===== config.mk =====
export PLATFORM = sky130hd
export DESIGN_NAME = bvrs_back_flat
export DESIGN_NICKNAME = d
export VERILOG_FILES = /design/src/sv/bvrs_pkg.sv /design/src/sv/bvrs_rsp_if.sv /design/src/sv/bvrs_back.sv /design/src/flat_wrapper.sv
export SDC_FILE = /design/constraint.sdc
export NUM_CORES = 1
export LEC_CHECK = 0
export ABC_AREA = 1
export ABC_CLOCK_PERIOD_IN_PS = 4900
export BUFFER_PORTS_ARGS = -buffer_cell sky130_fd_sc_hd__buf_2
export CORE_MARGIN = 1
export CORE_UTILIZATION = 46
export CTS_CLUSTER_SIZE = 28
export DETAILED_ROUTE_END_ITERATION = 8
export GPL_TIMING_DRIVEN = 0
export PLACE_DENSITY = 0.95
export SYNTH_ARGS = -nofsm -noshare
export SYNTH_HDL_FRONTEND = slang
export SYNTH_SLANG_ARGS = --single-unit

===== constraint.sdc =====
create_clock -name clk -period 4.9 [get_ports clk]
set_input_delay 0 -clock clk [delete_from_list [all_inputs] [get_ports clk]]
set_output_delay 0 -clock clk [all_outputs]
set_load 0.1 [all_outputs]

===== src/sv/bvrs_pkg.sv =====
// Shared constants, command and port codes, and the queue word type for the
// bit-plane video block. No dependencies; every other file except bvrs_rsp_if and bvrs_ram imports it.
package bvrs_pkg;

  localparam int PLANE_BYTES   = 65536;
  localparam int SCREEN_WIDTH  = 640;
  localparam int TEXT_ROWS     = 25;
  localparam int INDIRECT_REGS = 18;

  localparam int COLS_PER_LINE = SCREEN_WIDTH / 8;
  localparam int TOTAL_LINES   = TEXT_ROWS * 16;
  localparam int SHOWN_LINES   = TEXT_ROWS * 9;

  localparam int PADDR_W   = $clog2(PLANE_BYTES);
  localparam int COL_W     = (COLS_PER_LINE > 1) ? $clog2(COLS_PER_LINE) : 1;
  localparam int LINE_W    = $clog2(TOTAL_LINES);
  localparam int SHOWN_W   = $clog2(SHOWN_LINES);
  localparam int IND_IDX_W = (INDIRECT_REGS > 1) ? $clog2(INDIRECT_REGS) : 1;
  localparam int PTR_W     = 5;
  localparam int LINE_SHIFT = 7;

  localparam int QUEUE_DEPTH = 4;
  localparam int QPTR_W      = $clog2(QUEUE_DEPTH);
  localparam int QCNT_W      = $clog2(QUEUE_DEPTH + 1);

  localparam logic [1:0] CMD_PORT_RD  = 2'd0;
  localparam logic [1:0] CMD_PORT_WR  = 2'd1;
  localparam logic [1:0] CMD_PLANE_WR = 2'd2;
  localparam logic [1:0] CMD_RENDER   = 2'd3;

  localparam logic [7:0] PORT_CTRL     = 8'hd8;
  localparam logic [7:0] PORT_CTRL_A   = 8'hd9;
  localparam logic [7:0] PORT_ADDR_LAT = 8'hda;
  localparam logic [7:0] PORT_CTRL_B   = 8'hdb;
  localparam logic [7:0] PORT_IND_PTR  = 8'hdc;
  localparam logic [7:0] PORT_IND_DATA = 8'hdd;

  localparam logic [1:0] PLANE_BLUE  = 2'd0;
  localparam logic [1:0] PLANE_RED   = 2'd1;
  localparam logic [1:0] PLANE_GREEN = 2'd2;

  // One queued word: either a port read result or eight pixels' worth of
  // already masked colour bytes with their screen position.
  typedef struct packed {
    logic               is_pixel;
    logic [7:0]         read_data;
    logic [7:0]         red;
    logic [7:0]         green;
    logic [7:0]         blue;
    logic [COL_W-1:0]   col;
    logic [7:0]         line;
    logic               last;
  } qent_t;

  // Write port shared by the three plane memories.
  typedef struct packed {
    logic [2:0]         we;
    logic [PADDR_W-1:0] addr;
    logic [7:0]         data;
  } plane_wr_t;

endpackage


===== src/sv/bvrs_rsp_if.sv =====
// Result channel of the bit-plane video block: valid/ready plus one result word.
// Standalone; fixed field widths.
interface bvrs_rsp_if;
  logic        valid;
  logic        ready;
  logic [7:0]  read_data;
  logic        is_pixel;
  logic [23:0] pixel_color;
  logic [9:0]  pixel_x;
  logic [7:0]  pixel_y;
  logic        group_last;
  logic        frame_end;

  modport source (output valid, read_data, is_pixel, pixel_color, pixel_x, pixel_y,
                  group_last, frame_end, input ready);
  modport sink   (input valid, read_data, is_pixel, pixel_color, pixel_x, pixel_y,
                  group_last, frame_end, output ready);
endinterface


===== src/sv/bvrs_back.sv =====
// Back end: expands each queue word into one read result or eight pixels,
// one per cycle while the output stage is empty or rsp.ready is high, into a registered output stage.
// Depends on bvrs_pkg and bvrs_rsp_if.
module bvrs_back (
  input  logic                        clk,
  input  logic                        rst,
  input  logic [bvrs_pkg::QCNT_W-1:0] q_count,
  input  bvrs_pkg::qent_t             head,
  output logic                        pop,
  bvrs_rsp_if.source                  rsp
);
  import bvrs_pkg::*;

  logic       q_valid;
  logic       out_free;
  logic       emit;
  logic [2:0] pix_idx;
  logic [2:0] bit_pos;

  assign q_valid  = q_count != '0;
  assign out_free = !rsp.valid || rsp.ready;
  assign emit     = q_valid && out_free;
  assign pop      = emit && (!head.is_pixel || pix_idx == 3'd7);
  // Leftmost pixel comes from the most significant bit.
  assign bit_pos  = ~pix_idx;

  always_ff @(posedge clk) begin
    if (rst) begin
      pix_idx   <= 3'd0;
      rsp.valid <= 1'b0;
    end else begin
      if (out_free) begin
        rsp.valid <= q_valid;
      end
      if (pop) begin
        pix_idx <= 3'd0;
      end else if (emit) begin
        pix_idx <= pix_idx + 1'b1;
      end
    end
  end

  always_ff @(posedge clk) begin
    if (emit) begin
      rsp.read_data <= head.read_data;
      rsp.is_pixel  <= head.is_pixel;
      if (head.is_pixel) begin
        rsp.pixel_color <= {{8{head.red[bit_pos]}}, {8{head.green[bit_pos]}},
                            {8{head.blue[bit_pos]}}};
        rsp.pixel_x     <= 10'((32'(head.col) << 3) + 32'(pix_idx));
        rsp.pixel_y     <= head.line;
        rsp.group_last  <= pix_idx == 3'd7;
        rsp.frame_end   <= (pix_idx == 3'd7) && head.last;
      end else begin
        rsp.pixel_color <= 24'd0;
        rsp.pixel_x     <= 10'd0;
        rsp.pixel_y     <= 8'd0;
        rsp.group_last  <= 1'b0;
        rsp.frame_end   <= 1'b0;
      end
    end
  end

  // A partly sent pixel group keeps its queue word at the head.
  a_group_held: assert property (@(posedge clk) disable iff (rst)
    (pix_idx != 3'd0) |-> (q_valid && head.is_pixel))
    else $error("pixel group lost its queue word");

  a_frame_end_last: assert property (@(posedge clk) disable iff (rst)
    (rsp.valid && rsp.frame_end) |-> (rsp.group_last && rsp.is_pixel))
    else $error("frame end outside a group's last pixel");

endmodule

===== src/flat_wrapper.sv =====
// flat-port wrapper written by rule: the top's interface ports become plain ports
module bvrs_back_flat import bvrs_pkg::*;
  (clk, rst, q_count, head, pop, rsp_valid, rsp_read_data, rsp_is_pixel, rsp_pixel_color, rsp_pixel_x, rsp_pixel_y, rsp_group_last, rsp_frame_end, rsp_ready);
  bvrs_rsp_if rsp_i ();
  input  logic clk;
  input  logic rst;
  input  logic [bvrs_pkg::QCNT_W-1:0] q_count;
  input  bvrs_pkg::qent_t head;
  output logic pop;
  output wire logic [$bits(rsp_i.valid)-1:0] rsp_valid;
  output wire logic [$bits(rsp_i.read_data)-1:0] rsp_read_data;
  output wire logic [$bits(rsp_i.is_pixel)-1:0] rsp_is_pixel;
  output wire logic [$bits(rsp_i.pixel_color)-1:0] rsp_pixel_color;
  output wire logic [$bits(rsp_i.pixel_x)-1:0] rsp_pixel_x;
  output wire logic [$bits(rsp_i.pixel_y)-1:0] rsp_pixel_y;
  output wire logic [$bits(rsp_i.group_last)-1:0] rsp_group_last;
  output wire logic [$bits(rsp_i.frame_end)-1:0] rsp_frame_end;
  input wire logic [$bits(rsp_i.ready)-1:0] rsp_ready;
  assign rsp_valid = rsp_i.valid;
  assign rsp_read_data = rsp_i.read_data;
  assign rsp_is_pixel = rsp_i.is_pixel;
  assign rsp_pixel_color = rsp_i.pixel_color;
  assign rsp_pixel_x = rsp_i.pixel_x;
  assign rsp_pixel_y = rsp_i.pixel_y;
  assign rsp_group_last = rsp_i.group_last;
  assign rsp_frame_end = rsp_i.frame_end;
  assign rsp_i.ready = rsp_ready;
  bvrs_back u_core (.clk(clk), .rst(rst), .q_count(q_count), .head(head), .pop(pop), .rsp(rsp_i));
endmodule

==> results of run 1 <==
[per-layer routing]
layer  wire (µm)  part of all wire (%)
met1        1600                    37
met2        2330                    54
met3         224                   5.2
met4         146                   3.4
met5           0                     0
[cells by family after synthesis]
kind of cell,count (synthesis),share of synthesized area (%)
adders and majority gates,2,1.41
buffers and inverters,62,19.0
DFF,36,58.7
AOI/OAI and AO/OA,9,2.54
and+or+nand+nor,84,18.4
[per-stage QoR]
step                      area, µm²  std cells
after global placement         2380        350
after global routing           2740        383
after floorplan                1770        193
after CTS                      2740        383
final                          2740        383
after detailed placement       2380        350
[flip-flops by register name, indices dropped and copies added (netlist names)]
signal                  cells
u_core.rsp.pixel_x         10
u_core.rsp.pixel_color      3
u_core.pix_idx              3
u_core.rsp.frame_end        1
u_core.rsp.group_last       1
u_core.rsp.read_data        8
u_core.rsp.is_pixel         1
u_core.rsp.pixel_y          8
u_core.rsp.valid            1
[timing repair]
item,CTS,global route
hold endpoints to repair,25,0
endpoints found under the setup margin,0,0
hold buffers,25,0
[worst min path at each step]
stage	depth (start not counted)	start	to
finish	3	head[0]	u_core.rsp.frame_end
global route	3	head[0]	u_core.rsp.frame_end
floorplan	0	head[48]	u_core.rsp.is_pixel
global placement	1	head[45]	u_core.rsp.read_data[5]
CTS	3	head[0]	u_core.rsp.frame_end
detailed placement	1	head[42]	u_core.rsp.read_data[2]
[cells in the mapped netlist]
cell type and n:
dfxtp_1 4, buf_6 3, inv_2 1, ha_1 2, buf_4 21, a21oi_1 3
edfxtp_1 32, nand2_2 1, nand2_1 70, buf_2 2, nor2_1 6, nand3_1 7
o21ai_0 6, inv_1 35
[where the power goes]
| group | switching [mW] | internal (mW) | total (mW) |
|---|---|---|---|
| registers | 0.0136 | 0.366 | 0.380 |
| clock network | 0.103 | 0.151 | 0.254 |
| logic | 0.417 | 0.101 | 0.518 |
[cell usage in the layout (no fill, tap or decap)]
cell           count
nor2_1             6
nand3_1            7
clkinv_2           1
dfxtp_1            4
buf_2            111
bufinv_16          1
ha_1               2
nand2_2            1
clkbuf_1           1
o21ai_0            6
dlygate4sd3_1     25
edfxtp_1          32
inv_1             35
nand2_1           70
buf_6              3
buf_4             21
a21oi_1            3
clkbuf_8           5
inv_2              1
[layout make-up]
cell class	count	area, µm²	area share [%]
Timing Repair Buffer	134	796	29.1
Buffer	26	201	7.36
Clock inverter	2	35.0	1.28
Multi-Input combinational cell	95	397	14.5
Inverter	36	135	4.94
Sequential cell	36	1040	38.0
Clock buffer	6	72.6	2.65
Tap cell	48	60.1	2.19
[worst max-delay path, stage by stage, from the launching register on]
cell     delay, ns
dfxtp_1       0.31
nand2_1       0.16
nand2_1       0.15
inv_1         0.87
==> impl_metrics.csv, run 1 <==
group,metric,value,unit
floorplan,core_area,3690,µm²
synthesis,ys_seq_elements,36,
detailed_routing,dr.pass1.iters,6,
global_routing,grt_pass1_wl,6610,µm
global_routing,grt_usage,22.3,%
synthesis,synthesis.area,1770,µm²
timing,period_needed,1.90,ns
layout,nNetsFinal,391,
worst_setup_path,rrSetupSlack,3.00,ns
detailed_routing,ant_nets,0,
worst_setup_path,path_class,"reg -> reg",
synthesis,synth.avg_cell_area,9.19,µm²
worst_setup_path,crit_arrival,1.80,ns
floorplan,rows,22,
detailed_routing,routedWlPerCell,11.2,µm
worst_setup_path,cp-endpoint,"u_core.rsp.is_pixel",
min_path,hold_class,"in -> reg",
place,port_buffers,109,
timing,slew-limit-headroom,21.9,%
timing,fmax,526,MHz
run_status,status,"finished clean",
clock_tree,cts.repair.resized,0,
timing,drv_slew,0,
worst_setup_path,crit_start,"u_core.rsp.valid",
detailed_routing,drc,0,
timing,fin_crit_sh,38.8,%
timing,clock_skew,0.00428,ns
clock_tree,numCtsBuffers,5,
timing,setup_slack,3.00,ns
timing,fin_tns_setup,0,ns
flow_run,cap_violations,0,
floorplan,die_w,64.1,µm
synthesis,netlist_instances,193,
clock_tree,cts.clk_slew.worst_paths,0.07,ns
layout,drive_above_1_share,43.0,%
floorplan,start_util,48.1,%
synthesis,ys_warn_count,0,
global_routing,grt_use_met2,40.0,%
worst_setup_path,reg2reg_to,"u_core.rsp.is_pixel",
clock_tree,h-tree-depth,2,
detailed_routing,vias,1670,
synthesis,yosysSeqAreaShare,58.7,%
detailed_routing,totalWireLength,4300,µm
worst_setup_path,end_kind,"register",
global_routing,grt_busiest_layer,"met2",
worst_setup_path,worst_ep_required_time,4.80,ns
power_and_ir_drop,ir_worst_vdd,0.227,mV
timing,rsz0062_at_grt,"no",
timing,worst_pin_slew,1.17,ns
synthesis,synth_nets,250,
global_routing,grt_max_degree,33,
place,place.gp.congestion,0.755,
layout,fin_util,74.2,%
timing,final-setup-viol-count,0,
floorplan,num_io_pins,110,
synthesis,synth_cell_types,14,
power_and_ir_drop,p_leak,1.58,nW
synthesis,synth_top_area_cell,"edfxtp_1",
timing,whs,0.0449,ns
global_routing,grt_pass1_vias,1457,
worst_setup_path,worst-r2r-cell-count,3,
worst_setup_path,crit_fanout,32,
clock_tree,cts_setup_buffers,0,
synthesis,yosys.area.top_type_share,54.2,%
detailed_routing,vias_per_cell,4.36,
detailed_routing,drtIter0Drc,95,
worst_setup_path,r2r_start,"u_core.rsp.valid",
place,dpl.hpwl,2820,µm
power_and_ir_drop,p_total,1.15,mW
clock_tree,clockBufferDepth,2,
timing,hold_viol,0,
layout,syn_to_final_growth,54.3,%
layout,insertedDiodeCount,0,
global_routing,grt_use_met1,23.8,%
clock_tree,cts_root_buffer,"clkbuf_8",
clock_tree,clk_latency,0.29,ns
global_routing,grtUsageMet3,5.71,%
worst_setup_path,startpoint_type,"register",
clock_tree,cts_tree,"built",
floorplan,die_h,64.1,µm
synthesis,ys_top_cells_by_area,"edfxtp_1, nand2_1, buf_4",
power_and_ir_drop,pwr_density_cell,420,nW/µm²
global_routing,grt_overflow,0,
floorplan,dieArea,4110,µm²
global_routing,antenna_found_initial,0,
clock_tree,clock_sinks,36,
layout,fillers,278,
place,dpl_worst_slack,3.01,ns
No activity file was read; power rests on OpenSTA's default activity.
==> run 2: changes to the inputs <==
ABC_CLOCK_PERIOD_IN_PS = 1900   (was 4900)
CORE_UTILIZATION = 43   (was 46)
PLACE_DENSITY = 0.9   (was 0.95)
clock period = 1.9 ns   (was 4.9 ns; I/O delays follow)
==> run 2 against run 1 <==
Against the previous run:
- clock power increased by 150%
- largest power group unchanged
- worst setup slack got worse by 2.8 ns
- power increased to 2.6 times the previous value
- core utilization decreased by 2.0 points
- via count increased by 1.7%
==> impl_metrics.csv, run 2 (synthesized netlist as in run 1, its figures left out) <==
group,metric,value,unit
timing,fmax,575,MHz
layout,drive_above_1_share,43.6,%
global_routing,antenna_found_initial,0,
clock_tree,clockBufferDepth,2,
worst_setup_path,path_class,"reg -> reg",
global_routing,grt_overflow,0,
clock_tree,cts.clk_slew.worst_paths,0.07,ns
place,placed_cells,350,
clock_tree,cts_tree,"built",
timing,period_needed,1.74,ns
detailed_routing,routedWlPerCell,11.3,µm
worst_setup_path,worst_ep_required_time,1.71,ns
detailed_routing,totalWireLength,4320,µm
power_and_ir_drop,power_frac_clock,21.4,%
floorplan,core_area,3800,µm²
power_and_ir_drop,p_sw_share,46.0,%
power_and_ir_drop,net-switching-power,1.36,mW
global_routing,grt_pass1_wl,6430,µm
worst_setup_path,startpoint_type,"register",
global_routing,grt_pass1_vias,1562,
floorplan,die_h,66.2,µm
floorplan,num_io_pins,110,
power_and_ir_drop,pwr-share-comb,45.4,%
global_routing,grt_max_degree,33,
timing,rsz0062_at_grt,"no",
layout,top_regs,"u_core.rsp.pixel_x (10), u_core.rsp.pixel_y (8), u_core.rsp.read_data (8)",
layout,top_register,"u_core.rsp.pixel_x",
place,port_buffers,109,
detailed_routing,vias,1699,
floorplan,start_util,46.7,%
detailed_routing,ant_nets,0,
timing,whs,0.0498,ns
clock_tree,numCtsBuffers,5,
place,place.gp.congestion,0.745,
place,dpl_worst_slack,-0.00929,ns
timing,worst_pin_slew,0.649,ns
clock_tree,cts_setup_buffers,0,
timing,clock_skew,0.00413,ns
power_and_ir_drop,p_leak,1.58,nW
floorplan,dieArea,4390,µm²
power_and_ir_drop,internal_power,1.59,mW
timing,slew-limit-headroom,56.7,%
floorplan,rows,22,
timing,hold_viol,0,
layout,largest_reg_flops,10,
flow_run,cap_violations,0,
worst_setup_path,end_kind,"register",
detailed_routing,vias_per_cell,4.44,
run_status,status,"finished clean",
power_and_ir_drop,seq_power_share,33.2,%
detailed_routing,dr.pass1.iters,4,
worst_setup_path,crit_fanout,32,
timing,fin_tns_setup,0,ns
timing,fin_crit_sh,91.6,%
min_path,hold_class,"in -> reg",
clock_tree,clk_latency,0.27,ns
timing,setup_slack,0.160,ns
timing,drv_slew,0,
layout,final_common_cell,"buf_2",
clock_tree,cts_root_buffer,"clkbuf_8",
layout,syn_to_final_growth,54.7,%
power_and_ir_drop,p_total,2.95,mW
timing,final-setup-viol-count,0,
global_routing,grt_usage,19.5,%
layout,final_cell_mix,"buf_2, nand2_1, inv_1",
detailed_routing,drtIter0Drc,85,
floorplan,die_w,66.2,µm
layout,fin_cells,383,
worst_setup_path,crit_arrival,1.56,ns
clock_tree,clock_sinks,36,
layout,nNetsFinal,391,
place,dpl.hpwl,3020,µm
clock_tree,h-tree-depth,2,
layout,insertedDiodeCount,0,
power_and_ir_drop,ir_worst_vdd,0.511,mV
power_and_ir_drop,pwr_density_cell,1080,nW/µm²
detailed_routing,drc,0,
==> run 2: final cells by class <==
class / count / area [µm²]
sequential: 36 / 1040
timing repair buffer: 134 / 798
clock inverter: 2 / 35.0
multi-input combinational: 95 / 397
buffer: 26 / 201
inverter: 36 / 139
clock buffer: 6 / 72.6
fill: 279 / 1050
tap: 48 / 60.1
==> run 2: final timing paths <==
path                                        start               endpoint  slack (ns)  depth (start not counted)
worst min register to register  u_core.pix_idx[2]      u_core.pix_idx[2]        0.50                          2
worst min-delay path                      head[0]   u_core.rsp.frame_end        0.05                          3
worst max-delay path             u_core.rsp.valid  u_core.rsp.pixel_x[2]        0.16                          3
worst max register to register   u_core.rsp.valid  u_core.rsp.pixel_x[2]        0.16                          3
==> run 2: through the flow <==
stage | area (µm²) | utilization (%)
3_5_place_dp | 2380 | 62.7
4_1_cts | 2740 | 72.2
6_report | 2750 | 72.3
5_1_grt | 2750 | 72.3
3_3_place_gp | 2380 | 62.7
2_1_floorplan | 1780 | -
==> run 2: power groups by stage <==
stage               Combinational (mW)  Sequential, mW  Clock [mW]
finish                            1.34           0.981       0.632
global route                      1.39           0.990       0.682
CTS                               1.34           0.980       0.647
detailed placement                1.29           0.998           0
global placement                  1.28           0.991           0
floorplan                        0.633            1.47           0
==> run 2: metal layers <==
metal / share of wire, % / up-vias / track usage, %
met5: 0 / - / 0
met4: 1.8 / 0 / 7.18
met3: 5.0 / 6 / 1.38
met2: 56 / 72 / 39.3
met1: 37 / 768 / 20.8
li1: - / 853 / -
==> run 2: repair_timing <==
action	4_1_cts	5_1_grt
gates resized for setup	1	1
hold buffers	25	0
setup endpoints to repair	32	1
hold endpoints to repair	25	0
==> run 2: worst max-delay path, cell delays in order (launching register included) <==
cell,delay (ns)
dfxtp_2,0.33
nand2_1,0.12
nand2_1,0.24
clkinvlp_4,0.59
==> run 3: changes to the inputs <==
PLACE_DENSITY = 0.81   (was 0.9)
==> run 3 against run 2 <==
Against the previous run:
- clock power is 2% higher
- sequential share of layout area is the same
- wire length shrank 12%
- core utilization is the same
- sequential power barely moved
- power is essentially flat
- cell count stayed put
- via count fell by 5.4%
- count of clock-buffer cells in the layout did not move
- critical path depth is 4 higher
- clock skew barely moved
- first-iteration DRC count is 34% lower
- critical path type is now reg -> out
- largest power group unchanged
==> impl_metrics.csv, run 3 (synthesized netlist as in run 1, its figures left out) <==
group,metric,value,unit
detailed_routing,drc,0,
detailed_routing,totalWireLength,3800,µm
clock_tree,clk_latency,0.28,ns
timing,fmax,586,MHz
floorplan,die_h,66.2,µm
worst_setup_path,cp_slowest_stage_delay,0.47,ns
floorplan,rows,22,
flow_run,cap_violations,0,
detailed_routing,vias_per_cell,4.20,
clock_tree,cts.clk_slew.worst_paths,0.07,ns
worst_setup_path,cp_slowest_cell,"dfxtp_1",
floorplan,dieArea,4390,µm²
place,placed_cells,350,
layout,final_area,2750,µm²
timing,worst_pin_slew,0.620,ns
min_path,hold_class,"in -> reg",
clock_tree,cts_tree,"built",
clock_tree,numCtsBuffers,5,
worst_setup_path,crit_family,"flip-flops",
clock_tree,clockBufferDepth,2,
power_and_ir_drop,p_leak,1.58,nW
place,place.gp.congestion,0.784,
detailed_routing,routedWlPerCell,9.93,µm
place,port_buffers,109,
clock_tree,cts_setup_buffers,0,
timing,fin_crit_sh,89.7,%
floorplan,die_w,66.2,µm
detailed_routing,dr.pass1.iters,4,
worst_setup_path,worst_ep_required_time,1.90,ns
global_routing,grt_pass1_vias,1409,
worst_setup_path,path_class,"reg -> out",
layout,top_register,"u_core.rsp.pixel_x",
layout,largest_reg_flops,10,
worst_setup_path,startpoint_type,"register",
global_routing,antenna_found_initial,0,
power_and_ir_drop,ir_worst_vdd,0.508,mV
floorplan,num_io_pins,110,
detailed_routing,ant_nets,0,
place,dpl.hpwl,2750,µm
layout,drive_above_1_share,43.6,%
layout,syn_to_final_growth,54.7,%
timing,period_needed,1.71,ns
layout,seq_area,1040,µm²
floorplan,start_util,46.7,%
timing,hold_viol,0,
global_routing,grt_max_degree,33,
global_routing,grt_pass1_wl,5930,µm
layout,final_common_cell,"buf_2",
floorplan,core_area,3800,µm²
power_and_ir_drop,pwr_density_cell,1080,nW/µm²
global_routing,grt_usage,18.6,%
timing,whs,0.0296,ns
power_and_ir_drop,p_total,2.95,mW
worst_setup_path,worst-path-buf-inv,3,
worst_setup_path,crit_arrival,1.71,ns
clock_tree,h-tree-depth,2,
layout,fillers,297,
worst_setup_path,path_cells,"ha_1 -> ha_1 -> inv_1 -> nand2_1 -> nand3_1 -> inv_1 -> clkbuf_4",
timing,slew-limit-headroom,58.6,%
timing,fin_tns_setup,0,ns
global_routing,grt_overflow,0,
layout,top_regs,"u_core.rsp.pixel_x (10), u_core.rsp.pixel_y (8), u_core.rsp.read_data (8)",
clock_tree,cts_root_buffer,"clkbuf_8",
clock_tree,clock_sinks,36,
timing,rsz0062_at_grt,"no",
timing,final-setup-viol-count,0,
timing,clock_skew,0.00389,ns
layout,final_cell_mix,"buf_2, nand2_1, inv_1",
detailed_routing,vias,1607,
layout,multi_input_area,397,µm²
layout,insertedDiodeCount,0,
worst_setup_path,crit_fanout,7,
place,placed_area,2380,µm²
timing,drv_slew,0,
worst_setup_path,end_kind,"primary output",
layout,fin_cells,383,
detailed_routing,drtIter0Drc,56,
run_status,status,"finished clean",
layout,nNetsFinal,391,
[run 3: final cells by class]
type	count	area share, %
flip-flops and latches	36	38.0
repair buffers	134	29.1
multi-input cells	95	14.4
plain buffers	26	7.34
inverters	36	5.06
clock buffers	6	2.64
well taps	48	2.19
clock inverters	2	1.28
[run 3: worst reg2reg max path: stages, from the launching register on]
cell	delay, ns
dfxtp_2	0.33
nand2_1	0.12
nand2_1	0.22
clkinvlp_4	0.56
[run 3: final timing paths]
kind	startpoint	end	slack (ns)	cells after the start
worst max-delay path	u_core.pix_idx[0]	pop	0.19	7
worst min-delay path	head[0]	u_core.rsp.frame_end	0.03	3
worst max register to register	u_core.rsp.valid	u_core.rsp.pixel_color[15]	0.21	3
worst min register to register	u_core.pix_idx[2]	u_core.pix_idx[2]	0.50	2
[run 3: metal layers]
layer  wire length, µm  GRT usage (%)  vias to the layer above
li1                  -              -                      852
met1              1500           19.7                      685
met2              1980           34.3                       59
met3               222           3.45                       11
met4                91           10.4                        0
met5                 0              0                        -
[run 3: power by group]
part	switching (mW)	leakage, nW	internal, mW
Clock	0.254	0.0552	0.389
Combinational	1.07	1.15	0.261
Sequential	0.0346	0.372	0.943
[run 3: repair_timing]
item                                   CTS  global route
setup endpoints to repair                0            33
hold buffers                            25             0
endpoints found under the hold margin   25             0
resized for setup                        0             2
[run 3: stage by stage]
stage / worst slack (ns) / util, %
detailed placement: 0.0277 / 62.7
floorplan: 0.0326 / -
global placement: 0.0294 / 62.7
finish: 0.195 / 72.3
global route: 0.0383 / 72.3
CTS: 0.00821 / 72.1
